$ cat config.mk
export PLATFORM = sky130hd
export DESIGN_NAME = lob_cell
export DESIGN_NICKNAME = d
export VERILOG_FILES = /design/src/design/lob_pkg.sv /design/src/design/lob_cell.sv
export SDC_FILE = /design/constraint.sdc
export NUM_CORES = 1
export LEC_CHECK = 0
export ABC_CLOCK_PERIOD_IN_PS = 3200
export BUFFER_PORTS_ARGS = -buffer_cell sky130_fd_sc_hd__buf_2
export CAP_MARGIN = 20
export CORE_MARGIN = 4
export CORE_UTILIZATION = 26
export DETAILED_ROUTE_END_ITERATION = 6
export HOLD_SLACK_MARGIN = 0.02
export PLACE_DENSITY = 0.58
export SYNTH_ARGS = -nofsm -noshare
export SYNTH_HDL_FRONTEND = slang
export SYNTH_SLANG_ARGS = --single-unit
$ cat constraint.sdc
create_clock -name clk -period 3.2 [get_ports clk]
set_clock_uncertainty 0.15 [all_clocks]
set_input_delay 0 -clock clk [delete_from_list [all_inputs] [get_ports clk]]
set_output_delay 0 -clock clk [all_outputs]
set_load 0.02 [all_outputs]
$ cat src/design/lob_pkg.sv
package lob_pkg;

  localparam int MAX_ORDERS_DEF = 64;
  localparam int IDX_W   = 6;
  localparam int OP_W    = 2;
  localparam int QTY_W   = 17;
  localparam int PRC_W   = 17;
  localparam int TGT_W   = 7;
  localparam int SUM_W   = 23;
  localparam int TRN_W   = 6;
  localparam logic [PRC_W-1:0] NO_ASK_PRICE = PRC_W'(99999);
  localparam logic [TRN_W-1:0] MAX_TRADES   = TRN_W'(63);

  localparam logic [OP_W-1:0] OP_BUY  = 2'd0;
  localparam logic [OP_W-1:0] OP_SELL = 2'd1;

  localparam logic KIND_TRADE = 1'b0;
  localparam logic KIND_QUOTE = 1'b1;

  typedef struct packed {
    logic             vld;
    logic             bv;
    logic [IDX_W-1:0] bidx;
    logic [PRC_W-1:0] bprc;
    logic [QTY_W-1:0] bsz;
    logic [SUM_W-1:0] bsum;
    logic             av;
    logic [IDX_W-1:0] aidx;
    logic [PRC_W-1:0] aprc;
    logic [QTY_W-1:0] asz;
    logic [SUM_W-1:0] asum;
  } cand_t;

  typedef struct packed {
    logic             ld;
    logic [IDX_W-1:0] ld_idx;
    logic             ld_act;
    logic             ld_side;
    logic [PRC_W-1:0] ld_prc;
    logic [QTY_W-1:0] ld_sz;
    logic             cx;
    logic [IDX_W-1:0] cx_idx;
    logic             tr;
    logic [IDX_W-1:0] tr_bidx;
    logic [IDX_W-1:0] tr_aidx;
    logic [QTY_W-1:0] tr_sz;
  } cmd_t;

endpackage

$ cat src/design/lob_cell.sv
module lob_cell #(
  parameter int IDX = 0
) (
  input  logic           clk,
  input  logic           rst_n,
  input  lob_pkg::cmd_t  cmd,
  input  lob_pkg::cand_t c_in,
  output lob_pkg::cand_t c_out
);
  import lob_pkg::*;

  localparam logic [IDX_W-1:0] MY_IDX = IDX_W'(IDX);

  logic             act_r, act_nxt;
  logic             side_r, side_nxt;
  logic [PRC_W-1:0] prc_r, prc_nxt;
  logic [QTY_W-1:0] sz_r, sz_nxt;
  cand_t            c_r, c_nxt;

  always_comb begin
    act_nxt  = act_r;
    side_nxt = side_r;
    prc_nxt  = prc_r;
    sz_nxt   = sz_r;
    if (cmd.ld && cmd.ld_idx == MY_IDX) begin
      act_nxt  = cmd.ld_act;
      side_nxt = cmd.ld_side;
      prc_nxt  = cmd.ld_prc;
      sz_nxt   = cmd.ld_sz;
    end
    if (cmd.cx && cmd.cx_idx == MY_IDX) begin
      act_nxt = 1'b0;
      sz_nxt  = '0;
    end
    if (cmd.tr && (cmd.tr_bidx == MY_IDX || cmd.tr_aidx == MY_IDX)) begin
      sz_nxt = sz_r - cmd.tr_sz;
      if (sz_nxt == '0) begin
        act_nxt = 1'b0;
      end
    end
  end

  always_comb begin
    c_nxt = c_in;
    if (act_r && !side_r) begin
      if (!c_in.bv || prc_r > c_in.bprc) begin
        c_nxt.bv   = 1'b1;
        c_nxt.bidx = MY_IDX;
        c_nxt.bprc = prc_r;
        c_nxt.bsz  = sz_r;
        c_nxt.bsum = SUM_W'(sz_r);
      end else if (prc_r == c_in.bprc) begin
        c_nxt.bsum = c_in.bsum + SUM_W'(sz_r);
      end
    end
    if (act_r && side_r) begin
      if (!c_in.av || prc_r < c_in.aprc) begin
        c_nxt.av   = 1'b1;
        c_nxt.aidx = MY_IDX;
        c_nxt.aprc = prc_r;
        c_nxt.asz  = sz_r;
        c_nxt.asum = SUM_W'(sz_r);
      end else if (prc_r == c_in.aprc) begin
        c_nxt.asum = c_in.asum + SUM_W'(sz_r);
      end
    end
  end

  always_ff @(posedge clk) begin
    if (!rst_n) begin
      act_r   <= 1'b0;
      sz_r    <= '0;
      c_r.vld <= 1'b0;
    end else begin
      act_r   <= act_nxt;
      sz_r    <= sz_nxt;
      c_r.vld <= c_nxt.vld;
    end
    side_r <= side_nxt;
    prc_r  <= prc_nxt;
    c_r.bv   <= c_nxt.bv;
    c_r.bidx <= c_nxt.bidx;
    c_r.bprc <= c_nxt.bprc;
    c_r.bsz  <= c_nxt.bsz;
    c_r.bsum <= c_nxt.bsum;
    c_r.av   <= c_nxt.av;
    c_r.aidx <= c_nxt.aidx;
    c_r.aprc <= c_nxt.aprc;
    c_r.asz  <= c_nxt.asz;
    c_r.asum <= c_nxt.asum;
  end

  assign c_out = c_r;

endmodule

# After elaboration in Yosys (flattened, before gate mapping)
# Index checks and enable logic that the tools add are counted.
dict set report word_totals {
  reg_bits 165
  inputBits 211
  output_inout_bits 129
}
dict set report op_classes {
  n_addsub 3
  order_cmp 2
  eq_ne 2
  muxes 15
  reduce_logical 17
}
# operator count
set op_table {}
lappend op_table {{2-to-1 mux 64 bit} 2}
lappend op_table {{2-to-1 mux 23 bit} 4}
lappend op_table {{2-to-1 mux 41 bit} 2}
lappend op_table {{2-to-1 mux 17 bit} 3}
lappend op_table {{adder 23 x 17 -> 23 bit} 2}
lappend op_table {{equality test 17 bit} 2}
lappend op_table {{zero test 6 bit} 4}
lappend op_table {{greater-than comparator 17 bit} 1}
lappend op_table {{zero test 17 bit} 1}
lappend op_table {{< comparator 17 bit} 1}
lappend op_table {{subtractor 17 bit} 1}
lappend op_table {{logical AND 1 bit} 5}
lappend op_table {{2-to-1 mux 1 bit} 4}
lappend op_table {{zero test 1 bit} 3}
lappend op_table {{logical OR 1 bit} 3}
lappend op_table {{nonzero test 3 bit} 1}

# Logic depth before layout (Yosys ltp)
# Gate-level depths: netlist (run 1).
dict set report depth {
  ltp_word 6
  depth_mapped 13
}

# Worst setup path before layout (run 1)
# OpenSTA, ideal clock, no wires.
dict set report synth_path {
  path_kind {register to register}
  startpoint {reg sz_r[0]}
  endpoint {reg act_r}
  setup_time_ps 78
  arrival_time_ps 2532
  required_ps 2972
  slack_ps 440
  stages_incl_launch_ff 13
  path_buffers 1
  period_less_slack_ps 2760
  cell_sequence {dfxtp_1 -> inv_1 -> ha_1 -> fa_1 -> nand2b_1 -> a21oi_1 -> or3_1 -> buf_2 -> nand4_1 -> and3_1 -> mux2_2 -> o2111a_1 -> nor3_1}
}
dict set report synth_via {
  elab_chain_cells 4
}
# element line_no
set synth_lines {}
lappend synth_lines {{start, declared} lob_cell.sv:17} ;# logic [QTY_W-1:0] sz_r, sz_nxt;
lappend synth_lines {{start signal, assigned} lob_cell.sv:76} ;# sz_r <= sz_nxt;
lappend synth_lines {{subtractor 17 bit} lob_cell.sv:36} ;# sz_nxt = sz_r - cmd.tr_sz;
lappend synth_lines {{zero test 17 bit} lob_cell.sv:37} ;# if (sz_nxt == '0) begin
lappend synth_lines {{2-to-1 mux 1 bit} lob_cell.sv:37}
lappend synth_lines {{2-to-1 mux 1 bit} lob_cell.sv:35} ;# if (cmd.tr && (cmd.tr_bidx == MY_IDX || cmd.tr_aidx == MY_IDX)) begin
lappend synth_lines {{end signal, assigned} lob_cell.sv:75} ;# act_r <= act_nxt;
lappend synth_lines {{end, declared} lob_cell.sv:14} ;# logic act_r, act_nxt;
# Every way passes these cells.
# A chain may end at the register's enable or synchronous reset.

# Worst setup path after layout (run 1)
dict set report layout_path {
  startpoint {reg sz_r[14]}
  endpoint {reg sz_r[15]}
}
dict set report layout_via {
  elab_chain_cells 2
}
# element line_no
set layout_lines {}
lappend layout_lines {{subtractor 17 bit} lob_cell.sv:36}
lappend layout_lines {{2-to-1 mux 17 bit} lob_cell.sv:35}
# Every way passes these cells.

==> flow_metrics.env, run 1 <==
export IMPL_critPathCaptureType="flip-flop"
export IMPL_grt_pass1_vias=10300
export IMPL_critPathTopFamily="compound AO/OA/AOI/OAI gates"
export IMPL_path_buf_inv=1
export IMPL_worst_endpoint_required_ns=3.39
export IMPL_placed_cells=1861
export IMPL_critPathLaunchType="flip-flop"
export IMPL_synth_warnings=0
export IMPL_power_total_mw=5.31
export IMPL_port_buffers=339
export IMPL_finalSetupViolations=0
export IMPL_gp_congestion=0.874
export IMPL_drt_iter0_drc=584
export IMPL_path_cells="ha_1 > a21o_1 > a31oi_4 > or3b_1 > a2111oi_4 > nor4_1 > o21a_1 > dlygate4sd3_1"
export IMPL_die_w_um=200
export IMPL_power_leakage_nw=6.70
export IMPL_drive_above_1_share=0.316
export IMPL_insertion_delay_ns=0.45
export IMPL_synth_edf_count=18
export IMPL_syn_inst=1047
export IMPL_antenna_found_initial=2
export IMPL_clock_path_buffers=2
export IMPL_hold_violations=0
export IMPL_h_tree_depth=4
export IMPL_detailed_place_hpwl_um=30400
export IMPL_final_common_cell="buf_2"
export IMPL_wire_per_inst_um=19.1
export IMPL_yosysSeqAreaShare=0.362
export IMPL_ir_worst_vdd_mv=0.357
export IMPL_synth_largest_area_cell="dfxtp_1"
export IMPL_status="finished clean"
export IMPL_post_route_cell_area_sq_mm=0.0144
export IMPL_start_util=0.263
export IMPL_synth_area_sq_mm=0.00961
export IMPL_fin_tns_setup_ns=0
export IMPL_cts_sinks=165
export IMPL_critPathMaxStageDelay_ns=0.54
export IMPL_path_max_fanout=9
export IMPL_core_area_sq_mm=0.0365
export IMPL_fin_crit_ns=3.07
export IMPL_vias=9904
export IMPL_grt_max_degree=49
export IMPL_fin_cells=2069
export IMPL_synth_distinct_cells=78
export IMPL_slew_headroom=0.609
export IMPL_synth_seq_cells=165
export IMPL_synth_ff_type="dfxtp_1"
export IMPL_postCtsSetupBuffers=0
export IMPL_avgSynthCellArea_sq_um=9.18
export IMPL_hold_slack_ns=0.0900
export IMPL_dieHeight_um=200
export IMPL_rsz0062_at_grt="no"
export IMPL_netlist_top_cells_area="dfxtp_1 31%, ha_1 11%, mux2_2 7.1%"
export IMPL_dr_pass1_iters=5
export IMPL_power_density_mw_per_mm2=368
export IMPL_drc=0
export IMPL_ant_nets=0
export IMPL_cap_violations=0
export IMPL_die_area_sq_mm=0.0401
export IMPL_worstSetupPathType="reg2reg"
export IMPL_worstSetupStartpoint="sz_r[14]$_SDFFE_PN0P_"
export IMPL_cts_buffers_inserted=17
export IMPL_cts_root_buffer="clkbuf_16"
export IMPL_holdPathEnd="act_r$_SDFF_PN0_"
export IMPL_placed_cell_area_sq_mm=0.0121
export IMPL_tritoncts="yes"
export IMPL_r2r_cells=8
export IMPL_finalNetCount=1885
export IMPL_hold_depth=5
export IMPL_async_flop_share=0
export IMPL_grt_overflow=0
export IMPL_grtUsageTotal=0.192
export IMPL_fmax_ghz=0.326
export IMPL_viasPerCell=4.79
export IMPL_clk_pin_slew_ns=0.07
export IMPL_r2r_end="sz_r[15]$_SDFFE_PN0P_"
export IMPL_area_growth_pct=50.2
export IMPL_maxSlewViolCount=0
export IMPL_row_count=70
export IMPL_wl_um=39400
export IMPL_holdCritPathClass="in2reg"
export IMPL_layout_common_cells="339 x buf_2, 175 x dlygate4sd3_1, 145 x dfxtp_1"
export IMPL_worst_pin_slew_ns=0.586
export IMPL_synth_nets=1345
export IMPL_cp_slowest_cell="dlygate4sd3_1"
export IMPL_regToRegSetupSlack_ns=0.13
export IMPL_cp_arrival_ns=3.26
export IMPL_io_pins=340
export IMPL_r2r_start="sz_r[14]$_SDFFE_PN0P_"
export IMPL_grt_pass1_wl_um=60100
export IMPL_post_route_period_util=0.959
export IMPL_synth_top_area_frac=0.306
export IMPL_worstHoldStart="cmd[34]"
[synthesized netlist by cell type (all sizes together) (22+ instances only)]
cell and number:
mux2 61, inv 68, nor2b 31, a21oi 76, o21ai 56, nor2 58
a21o 24, dfxtp 147, nand2 82, nor3 30, xor2 22, nand3 28
ha 84
[layout make-up]
| class | instances | area, sq um |
|---|---|---|
| diodes | 1 | 2.50 |
| clock buffers | 17 | 425 |
| clock inverters | 15 | 169 |
| fillers | 3636 | 22100 |
| inverters | 69 | 259 |
| multi-input cells | 776 | 5690 |
| flip-flops and latches | 165 | 3490 |
| well taps | 468 | 586 |
| repair buffers | 558 | 3820 |
[timing repair]
item | 4_1_cts | 5_1_grt
resized for setup | 0 | 5
endpoints found under the setup margin | 0 | 5
hold buffers | 175 | 0
endpoints found under the hold margin | 165 | 0
[through the flow]
stage          setup WS, ns  utilization
6_report              0.132        0.395
5_1_grt             0.00199        0.395
4_1_cts              0.0296        0.395
3_5_place_dp          0.218        0.330
3_3_place_gp          0.254        0.330
2_1_floorplan         0.440            -
[kinds of logic (layout without fill, tap and decap cells)]
family,Yosys count,count (layout),synth area share
buf+inv,106,659,0.0484
flops,165,165,0.362
other cells,0,1,0
mux,67,67,0.0777
simple gates,316,316,0.169
compound gates,268,268,0.193
fa+ha+maj,87,87,0.116
xor+xnor,38,38,0.0346
[tightest hold or removal path, stage by stage]
cell and delay, ns:
buf_2 0.07, nor4b_1 0.04, nand2_1 0.19, nand2_1 0.14
nor3_1 0.19
[sequential cells by signal (all words and copies together) (netlist names)]
register / flops
side_r: 1
c_out: 129
act_r: 1
prc_r: 17
sz_r: 17
[worst max path at each step]
stage / cells after the start / slack [ns] / to
2_1_floorplan: 12 / 0.44 / act_r$_SDFF_PN0_
3_3_place_gp: 11 / 0.25 / act_r$_SDFF_PN0_
3_5_place_dp: 11 / 0.22 / act_r$_SDFF_PN0_
4_1_cts: 8 / 0.03 / sz_r[15]$_SDFFE_PN0P_
5_1_grt: 11 / 0.002 / act_r$_SDFF_PN0_
6_report: 8 / 0.13 / sz_r[15]$_SDFFE_PN0P_
[power by group]
group / internal, mW / leakage, nW / switching, mW
Combinational: 0.479 / 5.02 / 0.504
Sequential: 2.18 / 1.40 / 0.0309
Clock: 1.11 / 0.280 / 1.01
Total: 3.76 / 6.70 / 1.55
[routing by layer]
metal  track usage  part of all wire  wire length, um  vias up
met5             0                 0                0        -
met4        0.0590             0.027             1060        0
met3        0.0618             0.078             3090       58
met2         0.335              0.48            19000      401
met1         0.225              0.41            16200     4561
li1              -                 -                -     4884
Note: power is estimated with default switching activity, not from simulation.
==> run 2: changes to the inputs <==
--- a/config.mk
+++ b/config.mk
@@ -12,7 +12,7 @@
 export CORE_UTILIZATION = 26
 export DETAILED_ROUTE_END_ITERATION = 6
 export HOLD_SLACK_MARGIN = 0.02
-export PLACE_DENSITY = 0.58
+export PLACE_DENSITY = 0.49
 export SYNTH_ARGS = -nofsm -noshare
 export SYNTH_HDL_FRONTEND = slang
 export SYNTH_SLANG_ARGS = --single-unit
==> run 2 against run 1 <==
  * Non-clock buffer count grew 22
  * Clock power shrank 4%
  * Count of clock-buffer cells in the layout grew 3
  * Sequential share of layout area shrank 0.28 points
  * Setup slack lost 0.015 ns
  * Global-route usage grew 0.48 points
  * Via count grew 1.1%
  * Register-to-register slack lost 0.02 ns
  * Final cell count grew 1.2%
  * Final area grew 1.2%
==> flow_metrics.env, run 2 (synthesis gave the netlist of run 1 again) <==
export IMPL_r2r_start="sz_r[12]$_SDFFE_PN0P_"
export IMPL_path_cells="ha_2 > a21o_1 > a31oi_4 > or3b_1 > a2111oi_4 > nor4_1 > o21a_1 > dlygate4sd3_1"
export IMPL_switchingPower_mw=1.51
export IMPL_path_max_fanout=7
export IMPL_path_buf_inv=1
export IMPL_port_buffers=339
export IMPL_viasPerCell=4.78
export IMPL_cp_slowest_cell="dlygate4sd3_1"
export IMPL_ir_worst_vdd_mv=0.364
export IMPL_swShare=0.288
export IMPL_cts_buffers_inserted=17
export IMPL_holdPathEnd="sz_r[13]$_SDFFE_PN0P_"
export IMPL_rsz0062_at_grt="no"
export IMPL_critPathLaunchType="flip-flop"
export IMPL_drt_iter0_drc=466
export IMPL_hold_slack_ns=0.0632
export IMPL_post_route_period_util=0.964
export IMPL_cts_root_buffer="clkbuf_16"
export IMPL_fin_cells=2093
export IMPL_postCtsSetupBuffers=0
export IMPL_fin_crit_ns=3.08
export IMPL_die_area_sq_mm=0.0401
export IMPL_maxSlewViolCount=0
export IMPL_hold_depth=6
export IMPL_finalNetCount=1908
export IMPL_placed_cells=1882
export IMPL_largest_register_ffs=129
export IMPL_critPathTopFamily="compound AO/OA/AOI/OAI gates"
export IMPL_detailed_place_hpwl_um=31400
export IMPL_core_area_sq_mm=0.0365
export IMPL_hold_violations=0
export IMPL_power_leakage_nw=6.80
export IMPL_fin_tns_setup_ns=0
export IMPL_power_frac_clock=0.389
export IMPL_gp_congestion=0.896
export IMPL_dieHeight_um=200
export IMPL_worstHoldStart="cmd[23]"
export IMPL_cp_arrival_ns=3.27
export IMPL_status="finished clean"
export IMPL_grt_max_degree=31
export IMPL_power_density_mw_per_mm2=359
export IMPL_wl_um=40600
export IMPL_worstSetupPathType="reg2reg"
export IMPL_worst_endpoint_required_ns=3.39
export IMPL_worst_pin_slew_ns=0.641
export IMPL_final_common_cell="buf_2"
export IMPL_antenna_found_initial=2
export IMPL_fmax_ghz=0.324
export IMPL_clock_path_buffers=2
export IMPL_comb_power_share=0.190
export IMPL_row_count=70
export IMPL_start_util=0.263
export IMPL_insertion_delay_ns=0.45
export IMPL_regToRegSetupSlack_ns=0.12
export IMPL_n_fill_cell=3601
export IMPL_drc=0
export IMPL_cap_violations=0
export IMPL_area_growth_pct=52.0
export IMPL_power_frac_seq=0.421
export IMPL_io_pins=340
export IMPL_r2r_cells=8
export IMPL_vias=10000
export IMPL_grt_overflow=0
export IMPL_critPathCaptureType="flip-flop"
export IMPL_slew_headroom=0.569
export IMPL_drive_above_1_share=0.327
export IMPL_layout_common_cells="339 x buf_2, 176 x dlygate4sd3_1, 144 x dfxtp_1"
export IMPL_wire_per_inst_um=19.4
export IMPL_holdCritPathClass="in2reg"
export IMPL_h_tree_depth=4
export IMPL_dr_pass1_iters=5
export IMPL_cp_num_cells=8
export IMPL_tritoncts="yes"
export IMPL_grtUsageTotal=0.197
export IMPL_critPathMaxStageDelay_ns=0.55
export IMPL_grt_pass1_vias=10200
export IMPL_grt_pass1_wl_um=61600
export IMPL_ant_nets=0
export IMPL_die_w_um=200
export IMPL_clk_pin_slew_ns=0.07
export IMPL_internal_power_mw=3.74
export IMPL_cts_sinks=165
export IMPL_r2r_end="sz_r[15]$_SDFFE_PN0P_"
export IMPL_finalSetupViolations=0
## run 2: how the worst max path moves through the flow
stage	startpoint	endpoint	slack, ns
finish	sz_r[12]$_SDFFE_PN0P_	sz_r[15]$_SDFFE_PN0P_	0.12
floorplan	sz_r[0]$_SDFFE_PN0P_	act_r$_SDFF_PN0_	0.44
CTS	sz_r[9]$_SDFFE_PN0P_	sz_r[15]$_SDFFE_PN0P_	0.02
detailed placement	prc_r[10]$_DFFE_PP_	c_out[113]$_DFF_P_	0.07
global placement	prc_r[10]$_DFFE_PP_	c_out[113]$_DFF_P_	0.06
global route	sz_r[2]$_SDFFE_PN0P_	sz_r[15]$_SDFFE_PN0P_	0.01
## run 2: per-stage QoR
| stage | setup WS, ns | instance area [sq um] | power (mW) | util |
|---|---|---|---|---|
| after global routing | 0.0121 | 14600 | 5.47 | 0.400 |
| final | 0.117 | 14600 | 5.25 | 0.400 |
| after global placement | 0.0638 | 12200 | 3.08 | 0.335 |
| after CTS | 0.0236 | 14600 | 5.29 | 0.399 |
| after detailed placement | 0.0680 | 12200 | 3.08 | 0.335 |
| after floorplan | 0.440 | 9610 | 2.71 | - |
## run 2: power groups by stage
stage / Combinational, mW / Sequential (mW) / Clock, mW
after floorplan: 0.344 / 2.37 / 0
after global placement: 0.822 / 2.26 / 0
after detailed placement: 0.823 / 2.26 / 0
after CTS: 0.993 / 2.21 / 2.09
after global routing: 1.09 / 2.22 / 2.17
final: 0.999 / 2.21 / 2.04
## run 2: area by class of cell
type	instances	area [sq um]	share of cell area
multi-input combinational	777	5700	0.390
timing repair buffer	580	4010	0.274
sequential	165	3490	0.239
tap	468	586	0.0401
clock buffer	20	468	0.0320
inverter	69	259	0.0177
clock inverter	12	92.6	0.00634
antenna	2	5.00	0.000343
## run 2: what timing repair did
action | CTS | global route
endpoints found under the hold margin | 165 | 0
resized for setup | 0 | 9
hold buffers | 176 | 0
setup endpoints to repair | 0 | 38
## run 2: worst min-delay path, delay by kind of cell
family	cells	cell delay (ns)
AOI/OAI and AO/OA	2	0.31
buffers and inverters	1	0.07
and+or+nand+nor	3	0.24
## run 2: routing by layer
metal  part of all wire  GRT usage
met1               0.45      0.249
met2               0.48      0.338
met3              0.060     0.0510
met4              0.015     0.0450
met5                  0          0
==> run 3: changes to the inputs <==
--- a/config.mk
+++ b/config.mk
@@ -5,6 +5,7 @@
 export SDC_FILE = /design/constraint.sdc
 export NUM_CORES = 1
 export LEC_CHECK = 0
+export ABC_AREA = 1
 export ABC_CLOCK_PERIOD_IN_PS = 3200
 export BUFFER_PORTS_ARGS = -buffer_cell sky130_fd_sc_hd__buf_2
 export CAP_MARGIN = 20
@@ -12,7 +13,8 @@
 export CORE_UTILIZATION = 26
 export DETAILED_ROUTE_END_ITERATION = 6
 export HOLD_SLACK_MARGIN = 0.02
-export PLACE_DENSITY = 0.49
+export PLACE_DENSITY = 0.48
+export SKIP_LAST_GASP = 1
 export SYNTH_ARGS = -nofsm -noshare
 export SYNTH_HDL_FRONTEND = slang
 export SYNTH_SLANG_ARGS = --single-unit
==> run 3 against run 2 <==
  * Register-to-register slack better by 0.09 ns
  * Total power rose by 4.5%
  * Sequential power hardly changed
  * Flip-flop and latch count stayed put
  * Synthesized area rose by 10%
  * Global-route usage decreased by 0.40 points
  * Critical path type unchanged
==> flow_metrics.env, run 3 <==
export IMPL_status="finished clean"
export IMPL_core_area_sq_mm=0.0400
export IMPL_synth_edf_count=18
export IMPL_power_total_mw=5.49
export IMPL_fin_crit_ns=2.99
export IMPL_grtUsageTotal=0.193
export IMPL_clock_path_buffers=2
export IMPL_synth_warnings=0
export IMPL_path_buf_inv=3
export IMPL_path_cells="ha_1 > nand4_1 > nor3_1 > nand2_1 > nor2_4 > buf_4 > buf_4 > o21ai_0 > o21ai_0 > dlygate4sd3_1"
export IMPL_cts_buffers_inserted=17
export IMPL_synth_nets=1894
export IMPL_finalNetCount=2492
export IMPL_layout_common_cells="531 x nand2_1, 339 x buf_2, 247 x dlygate4sd3_1"
export IMPL_dieHeight_um=210
export IMPL_grt_pass1_vias=12300
export IMPL_drive_above_1_share=0.199
export IMPL_tritoncts="yes"
export IMPL_worst_slack_ns=0.205
export IMPL_fin_tns_setup_ns=0
export IMPL_worst_pin_slew_ns=0.715
export IMPL_final_util=0.400
export IMPL_grt_overflow=0
export IMPL_gp_congestion=0.872
export IMPL_post_route_period_util=0.936
export IMPL_maxSlewViolCount=0
export IMPL_placed_cells=2439
export IMPL_viasPerCell=4.50
export IMPL_antenna_found_initial=1
export IMPL_worst_endpoint_required_ns=3.47
export IMPL_cp_slowest_cell="dlygate4sd3_1"
export IMPL_grt_max_degree=62
export IMPL_synthTopCellsByCount="532 x nand2_1, 224 x inv_1, 147 x dfxtp_1"
export IMPL_multiInputGateArea_sq_mm=0.00602
export IMPL_dr_pass1_iters=7
export IMPL_yosysMostFrequentCell="nand2_1"
export IMPL_row_count=73
export IMPL_hold_violations=0
export IMPL_regToRegSetupSlack_ns=0.21
export IMPL_wire_per_inst_um=15.9
export IMPL_rsz0062_at_grt="no"
export IMPL_netlist_top_cells_area="dfxtp_1 28%, nand2_1 19%, ha_1 9.9%"
export IMPL_critPathLaunchType="flip-flop"
export IMPL_area_growth_pct=51.5
export IMPL_finalSetupViolations=0
export IMPL_path_max_fanout=7
export IMPL_io_pins=340
export IMPL_cap_violations=0
export IMPL_cts_sinks=165
export IMPL_synth_ff_type="dfxtp_1"
export IMPL_power_leakage_nw=8.55
export IMPL_fmax_ghz=0.334
export IMPL_synth_largest_area_cell="dfxtp_1"
export IMPL_syn_inst=1596
export IMPL_cts_root_buffer="clkbuf_16"
export IMPL_yosysSeqAreaShare=0.330
export IMPL_critPathMaxStageDelay_ns=0.55
export IMPL_clk_pin_slew_ns=0.08
export IMPL_drt_iter0_drc=659
export IMPL_start_util=0.264
export IMPL_detailed_place_hpwl_um=33400
export IMPL_seqCellArea_sq_mm=0.00349
export IMPL_cp_arrival_ns=3.26
export IMPL_synth_distinct_cells=43
export IMPL_post_route_cell_area_sq_mm=0.0160
export IMPL_antenna_cells=0
export IMPL_wl_um=43300
export IMPL_power_density_mw_per_mm2=343
export IMPL_grt_pass1_wl_um=66700
export IMPL_port_buffers=339
export IMPL_vias=12300
export IMPL_synth_top_area_frac=0.278
export IMPL_n_fill_cell=4196
export IMPL_placed_cell_area_sq_mm=0.0128
export IMPL_holdCritPathClass="in2reg"
export IMPL_async_flop_share=0
export IMPL_avgSynthCellArea_sq_um=6.62
export IMPL_place_ws_ns=0.589
export IMPL_synth_seq_cells=165
export IMPL_critPathCaptureType="flip-flop"
export IMPL_synth_area_sq_mm=0.0106
export IMPL_die_w_um=210
export IMPL_die_area_sq_mm=0.0439
export IMPL_drc=0
export IMPL_critPathTopFamily="simple AND/OR/NAND/NOR gates"
export IMPL_ant_nets=0
export IMPL_insertion_delay_ns=0.48
export IMPL_fin_cells=2732
export IMPL_largest_register_ffs=129
export IMPL_ir_worst_vdd_mv=0.339
export IMPL_h_tree_depth=4
export IMPL_hold_slack_ns=0.0605
export IMPL_slew_headroom=0.522
export IMPL_final_common_cell="nand2_1"
export IMPL_worstSetupPathType="reg2reg"
-- run 3: cell count changes in the layout (fill, tap and decap cells not counted), sizes merged, moves of 15 or more --
cell | before | now
nand2 | 82 | 544
inv | 72 | 236
nand3 | 28 | 144
nor2 | 59 | 133
dlygate4sd3 | 176 | 247
mux2 | 61 | 0
buf | 404 | 363
nor2b | 31 | 0
a21o | 24 | 5
xor2 | 22 | 4
a31oi | 6 | 22
o21ai | 56 | 71
-- run 3: layout make-up --
cell class	instances	share of cell area
inverter	229	0.0537
timing repair buffer	610	0.273
clock buffer	18	0.0281
sequential	165	0.218
tap	525	0.0410
clock inverter	14	0.00961
multi-input combinational	1171	0.376
-- run 3: metal layers --
metal  global-route usage  part of all wire  vias up
li1                     -                 -     6346
met1                0.250              0.46     5540
met2                0.319              0.46      357
met3               0.0430             0.054       51
met4               0.0641             0.026        2
met5                    0           0.00028        -
-- run 3: timing repair --
item / 4_1_cts / 5_1_grt
hold buffers: 247 / 0
endpoints found under the setup margin: 0 / 30
buffers inserted: 0 / 11
hold endpoints to repair: 165 / 0
gates resized for setup: 0 / 8
-- run 3: power by group --
part	internal, mW	switching [mW]	total [mW]
sequential	2.18	0.0374	2.22
clock	1.15	1.01	2.16
combinational	0.520	0.585	1.10
-- run 3: path summary, 6_finish.rpt --
check,startpoint,end,cells past startpoint
worst max-delay path,prc_r[12]$_DFFE_PP_,c_out[66]$_DFF_P_,10
worst min-delay path,cmd[6],sz_r[6]$_SDFFE_PN0P_,6
worst max register to register,prc_r[12]$_DFFE_PP_,c_out[66]$_DFF_P_,10
worst min register to register,prc_r[0]$_DFFE_PP_,c_out[104]$_DFF_P_,2
-- run 3: cell families (layout without fill, tap and decap cells) --
logic type | Yosys count | count (layout) | synth area share
AO/OA/AOI/OAI | 183 | 183 | 0.0949
XOR/XNOR | 8 | 8 | 0.00663
adder cells (fa/ha/maj) | 87 | 87 | 0.105
buffers and inverters | 263 | 871 | 0.103
flip-flops | 165 | 165 | 0.330
AND/OR/NAND/NOR | 890 | 893 | 0.360
-- run 3: worst register-to-register path: stages (launching register included) --
cell	delay (ns)
edfxtp_1	0.43
ha_1	0.42
nand4_1	0.12
nor3_1	0.18
nand2_1	0.30
nor2_4	0.30
buf_4	0.15
buf_4	0.10
o21ai_0	0.07
o21ai_0	0.17
dlygate4sd3_1	0.55
